===== src/hw/rtl/wcr_pkg.sv =====
package wcr_pkg;

    localparam int FRAC_BITS = 16;
    localparam int CH_W      = 8;
    localparam int LUM_W     = FRAC_BITS + 1;
    localparam int RAT_W     = FRAC_BITS + 5;
    localparam int PROD_W    = 2 * LUM_W;
    localparam int SUM_W     = PROD_W + 2;

    localparam longint ONE      = longint'(1) << FRAC_BITS;
    localparam longint COEF_R_L = (2126 * ONE + 5000) / 10000;
    localparam longint COEF_B_L = (722 * ONE + 5000) / 10000;
    localparam longint COEF_G_L = ONE - COEF_R_L - COEF_B_L;
    localparam longint OFF_L    = (5 * ONE + 50) / 100;
    localparam longint KNEE_DIV = 329460;

    localparam logic [LUM_W-1:0] COEF_R = LUM_W'(COEF_R_L);
    localparam logic [LUM_W-1:0] COEF_G = LUM_W'(COEF_G_L);
    localparam logic [LUM_W-1:0] COEF_B = LUM_W'(COEF_B_L);
    localparam logic [LUM_W-1:0] LUM_OFF = LUM_W'(OFF_L);
    localparam logic [SUM_W-1:0] LUM_RND = SUM_W'(ONE >> 1);

    // stages: 3 in the lanes, 1 ordering stage, RAT_W quotient stages
    localparam int LANE_LAT = 3;
    localparam int PIPE_LAT = LANE_LAT + 1 + RAT_W;

    typedef logic [LUM_W-1:0] t_lum;
    typedef logic [CH_W-1:0]  t_chan;
    typedef t_lum t_lin_tbl [2**CH_W];

    typedef struct packed {
        t_chan red;
        t_chan green;
        t_chan blue;
    } t_rgb;

    // sRGB byte to linear light, Q1.FRAC_BITS, rounded half up
    function automatic t_lin_tbl lin_tbl_build();
        t_lin_tbl t;
        real      y;
        longint   k;
        for (int v = 0; v < 2**CH_W; v++) begin
            if (v <= 10) begin
                k = ((longint'(v) * 100 * ONE) + KNEE_DIV / 2) / KNEE_DIV;
            end else begin
                y = (1000.0 * v + 14025.0) / 269025.0;
                k = longint'($floor($pow(y, 2.4) * (2.0 ** FRAC_BITS) + 0.5));
            end
            t[v] = LUM_W'(k);
        end
        return t;
    endfunction

    localparam t_lin_tbl LIN_TBL = lin_tbl_build();

endpackage


===== src/hw/rtl/wcr_divider.sv =====
// Orders the two luminances and divides one quotient bit per stage.
module wcr_divider (
    input  logic                      i_clk,
    input  logic                      i_en,
    input  wcr_pkg::t_lum             i_lum_a,
    input  wcr_pkg::t_lum             i_lum_b,
    output wcr_pkg::t_lum             o_lum_a,
    output wcr_pkg::t_lum             o_lum_b,
    output logic [wcr_pkg::RAT_W-1:0] o_ratio
);
    import wcr_pkg::*;

    localparam int SH = RAT_W - FRAC_BITS;

    t_lum             r_rem  [RAT_W+1];
    t_lum             r_div  [RAT_W+1];
    logic [RAT_W-1:0] r_nlo  [RAT_W+1];
    logic [RAT_W-1:0] r_q    [RAT_W+1];
    t_lum             r_la   [RAT_W+1];
    t_lum             r_lb   [RAT_W+1];

    t_lum n_hi, n_lo;

    always_comb begin
        if (i_lum_a > i_lum_b) begin
            n_hi = i_lum_a + LUM_OFF;
            n_lo = i_lum_b + LUM_OFF;
        end else begin
            n_hi = i_lum_b + LUM_OFF;
            n_lo = i_lum_a + LUM_OFF;
        end
    end

    // dividend is hi << FRAC_BITS; its top part seeds the remainder
    always_ff @(posedge i_clk) begin
        if (i_en) begin
            r_rem[0] <= n_hi >> SH;
            r_div[0] <= n_lo;
            r_nlo[0] <= {n_hi[SH-1:0], {FRAC_BITS{1'b0}}};
            r_q[0]   <= '0;
            r_la[0]  <= i_lum_a;
            r_lb[0]  <= i_lum_b;
        end
    end

    for (genvar i = 0; i < RAT_W; i++) begin : g_stage
        logic [LUM_W:0] rem2;
        logic           ge;
        assign rem2 = {r_rem[i], r_nlo[i][RAT_W-1]};
        assign ge   = rem2 >= {1'b0, r_div[i]};
        always_ff @(posedge i_clk) begin
            if (i_en) begin
                r_rem[i+1] <= ge ? LUM_W'(rem2 - {1'b0, r_div[i]}) : rem2[LUM_W-1:0];
                r_div[i+1] <= r_div[i];
                r_nlo[i+1] <= r_nlo[i] << 1;
                r_q[i+1]   <= {r_q[i][RAT_W-2:0], ge};
                r_la[i+1]  <= r_la[i];
                r_lb[i+1]  <= r_lb[i];
            end
        end
    end

    assign o_lum_a = r_la[RAT_W];
    assign o_lum_b = r_lb[RAT_W];
    assign o_ratio = r_q[RAT_W];
endmodule


===== config.mk =====
export PLATFORM = sky130hd
export DESIGN_NAME = wcr_divider
export DESIGN_NICKNAME = d
export VERILOG_FILES = /design/src/hw/rtl/wcr_pkg.sv /design/src/hw/rtl/wcr_divider.sv
export SDC_FILE = /design/constraint.sdc
export NUM_CORES = 2
export LEC_CHECK = 0
export BUFFER_PORTS_ARGS = -buffer_cell sky130_fd_sc_hd__buf_2
export CORE_ASPECT_RATIO = 1.5
export CORE_MARGIN = 5
export CORE_UTILIZATION = 55
export DETAILED_ROUTE_END_ITERATION = 16
export PLACE_DENSITY = 0.83
export SKIP_CTS_REPAIR_TIMING = 1
export SYNTH_ARGS = -nofsm -noshare
export SYNTH_HDL_FRONTEND = slang
export SYNTH_SLANG_ARGS = --single-unit

===== constraint.sdc =====
create_clock -name i_clk -period 3.6 [get_ports i_clk]
set_clock_uncertainty 0.15 [all_clocks]
set_input_delay 0.36 -clock i_clk [delete_from_list [all_inputs] [get_ports i_clk]]
set_output_delay 0.36 -clock i_clk [all_outputs]
set_load 0.01 [all_outputs]

==> impl_metrics.json <==
{
  "max_clock_freq_ghz": 0.291,
  "clock-sinks": 1703,
  "routedWlPerCell_um": 20.2,
  "dr_wl_met3_mm": 5.08,
  "worst_path_max_delay_cell": "edfxtp_1",
  "synthArstFlopShare_pct": 0,
  "path_cells": "inv_1 -> ha_1 -> inv_1 -> fa_1 -> a21o_1 -> a21oi_1 -> o21ai_0 -> a21oi_1 -> a21o_1 -> a32oi_2 -> buf_12 -> mux2_2",
  "crit_type": "reg -> reg",
  "ctsRootBufferMaster": "clkbuf_16",
  "met2_wirelength_mm": 81.0,
  "timing.final.crit_period_ns": 3.43,
  "crit_buf_inv": 3,
  "post-synth-top-count-cell": "edfxtp_1",
  "netlist_instances": 4969,
  "nets": 5675,
  "status": "completed",
  "synth_top_area_share_pct": 69.6,
  "dieHeight_um": 458,
  "htreeDepth": 4,
  "path_delay_family": "compound AO/OA/AOI/OAI gates",
  "drtPass1Iterations": 8,
  "vdd_drop_max_uv": 611,
  "drtIter0Drc": 3114,
  "die-area_mm2": 0.141,
  "crit_fanout": 28,
  "initial_core_util_pct": 55.3,
  "cp.depth": 12,
  "grt_usage_pct": 20.0,
  "synth.avg_cell_area_um2": 14.8,
  "rsz0062_at_grt": "false",
  "design_area_mm2": 0.0820,
  "drtAntennaViolNets": 0,
  "clk_path_buf_depth": 3,
  "cpPeakStageDelay_ns": 0.42,
  "vias": 40600,
  "final-hold-violation-count": 0,
  "fin_crit_sh_pct": 95.4,
  "p_per_area_mw_per_mm2": 807,
  "port_buffers": 90,
  "coreArea_mm2": 0.133,
  "die-width_um": 308,
  "rr_worst_depth": 12,
  "grt_antenna_before_repair": 1,
  "grt_max_degree": 123,
  "placed_area_mm2": 0.0766,
  "cellLeakagePower_nw": 31.6,
  "netlist_top_cells_count": "edfxtp_1, inv_1, ha_1",
  "synth_area_mm2": 0.0735,
  "drive_gt1_share_pct": 12.2,
  "gp_congestion": 0.936,
  "synth_seq_cells": 1703,
  "placementRows": 164,
  "syn2layout_area_growth_pct": 11.6,
  "cts_made_buffers": 153,
  "maxCapViolations": 0,
  "synth_edf_count": 1703,
  "drt_drc_violations_left": 0,
  "hold_class": "in -> reg",
  "drv_slew": 0,
  "synth_nets": 5396,
  "slew_headroom_pct": 38.4,
  "post-synth-top-area-cell": "edfxtp_1",
  "routed.top_layer": "met4",
  "crit_path_end_kind": "flip-flop",
  "ys.flop_type": "edfxtp_1",
  "setup_viol": 0,
  "grt-ovfl-total": 0,
  "synthTopCellsByArea": "edfxtp_1, ha_1, inv_1, mux2_2, xnor2_1",
  "diodes": 0,
  "cp.arrival_ns": 3.79,
  "nFillCells": 9343,
  "worstMarginPinSlew_ns": 0.924,
  "synth_cell_types": 85,
  "clock_latency_ns": 0.79,
  "grt_first_pass_wirelength_mm": 222,
  "wl_met1_mm": 46.0,
  "detail_route.vias_per_cell": 5.70,
  "cts_tree": "built",
  "cp.required_ns": 3.96,
  "io_pins": 91,
  "min_path_cells": 2,
  "critPathLaunchType": "flip-flop",
  "clk_pin_slew_ns": 0.07,
  "setup_tns_ns": 0,
  "routed_wl_mm": 144,
  "grt_pass1_vias": 42300,
  "ys_warn_count": 0,
  "dp_hpwl_mm": 96.6,
  "ys_seq_area_share_pct": 69.6
}
## cells by family after synthesis
family / Yosys count / share of synthesized area, %
flip-flops: 1703 / 69.6
AO/OA/AOI/OAI: 925 / 8.05
AND/OR/NAND/NOR: 887 / 5.85
buffers and inverters: 598 / 3.41
adder cells (fa/ha/maj): 391 / 6.86
XOR/XNOR: 263 / 3.13
multiplexers: 202 / 3.11
## where the power goes
| part | total (mW) | switching, mW | internal (mW) |
|---|---|---|---|
| clock network | 16.2 | 7.37 | 8.80 |
| registers | 28.2 | 1.88 | 26.3 |
| logic | 21.8 | 12.1 | 9.75 |
| total | 66.2 | 21.3 | 44.9 |
## layer usage
| metal | global-route usage [%] | vias to the layer above |
|---|---|---|
| met4 | 13.9 | 0 |
| li1 | - | 19000 |
| met2 | 39.2 | 1231 |
| met1 | 18.5 | 19800 |
| met5 | 0 | - |
| met3 | 3.07 | 529 |
## layout by cell type (no fill, tap or decap), types with 36 or more instances in the layout
cell,count
a21o_1,110
a21oi_1,249
a31oi_1,54
and3_1,37
buf_2,89
buf_4,82
clkbuf_1,36
clkbuf_16,155
edfxtp_1,1703
ha_1,371
inv_1,488
mux2_2,149
mux2i_1,37
nand2_1,219
nand2b_1,38
nand3_1,51
nand4_1,38
nor2_1,251
nor2b_1,51
nor3_1,82
o21a_1,51
o21ai_0,209
xnor2_1,176
xor2_1,87
## through the flow
step / total power, mW / instances / utilization (%) / hold WS, ns / setup slack, ns
detailed placement: 49.8 / 6800 / 57.6 / 0.255 / 0.0809
global placement: 48.8 / 6800 / 57.6 / 0.250 / 0.151
floorplan: 43.3 / 4969 / - / 0.250 / 0.210
finish: 66.2 / 7121 / 61.7 / 0.195 / 0.167
global route: 69.6 / 7121 / 61.7 / 0.166 / 0.00663
CTS: 66.3 / 7085 / 61.4 / -0.443 / -0.0194
## cell type report
cell class / instances / area (um2) / share of cell area [%]
flip-flops and latches: 1703 / 51100 / 62.4
multi-input cells: 2668 / 19900 / 24.3
clock buffers: 191 / 4010 / 4.89
well taps: 1743 / 2180 / 2.66
repair buffers: 233 / 1950 / 2.38
inverters: 489 / 1840 / 2.24
clock inverters: 94 / 972 / 1.19
## flip-flops by register name, indices dropped and copies added (netlist names)
signal and count:
r_q 231, r_rem 352, r_la 374, r_div 357, r_lb 374, r_nlo 15
## final timing paths
kind                            slack [ns]      endpoint          from
worst max-delay path                  0.17  r_rem[0][93]  r_nlo[2][19]
worst min-delay path                  0.20   r_la[0][16]   i_lum_a[16]
worst max register to register        0.17  r_rem[0][93]  r_nlo[2][19]
worst min register to register        0.25    r_lb[2][9]  r_lb[1][128]
Note: power is estimated with default switching activity, not from simulation.
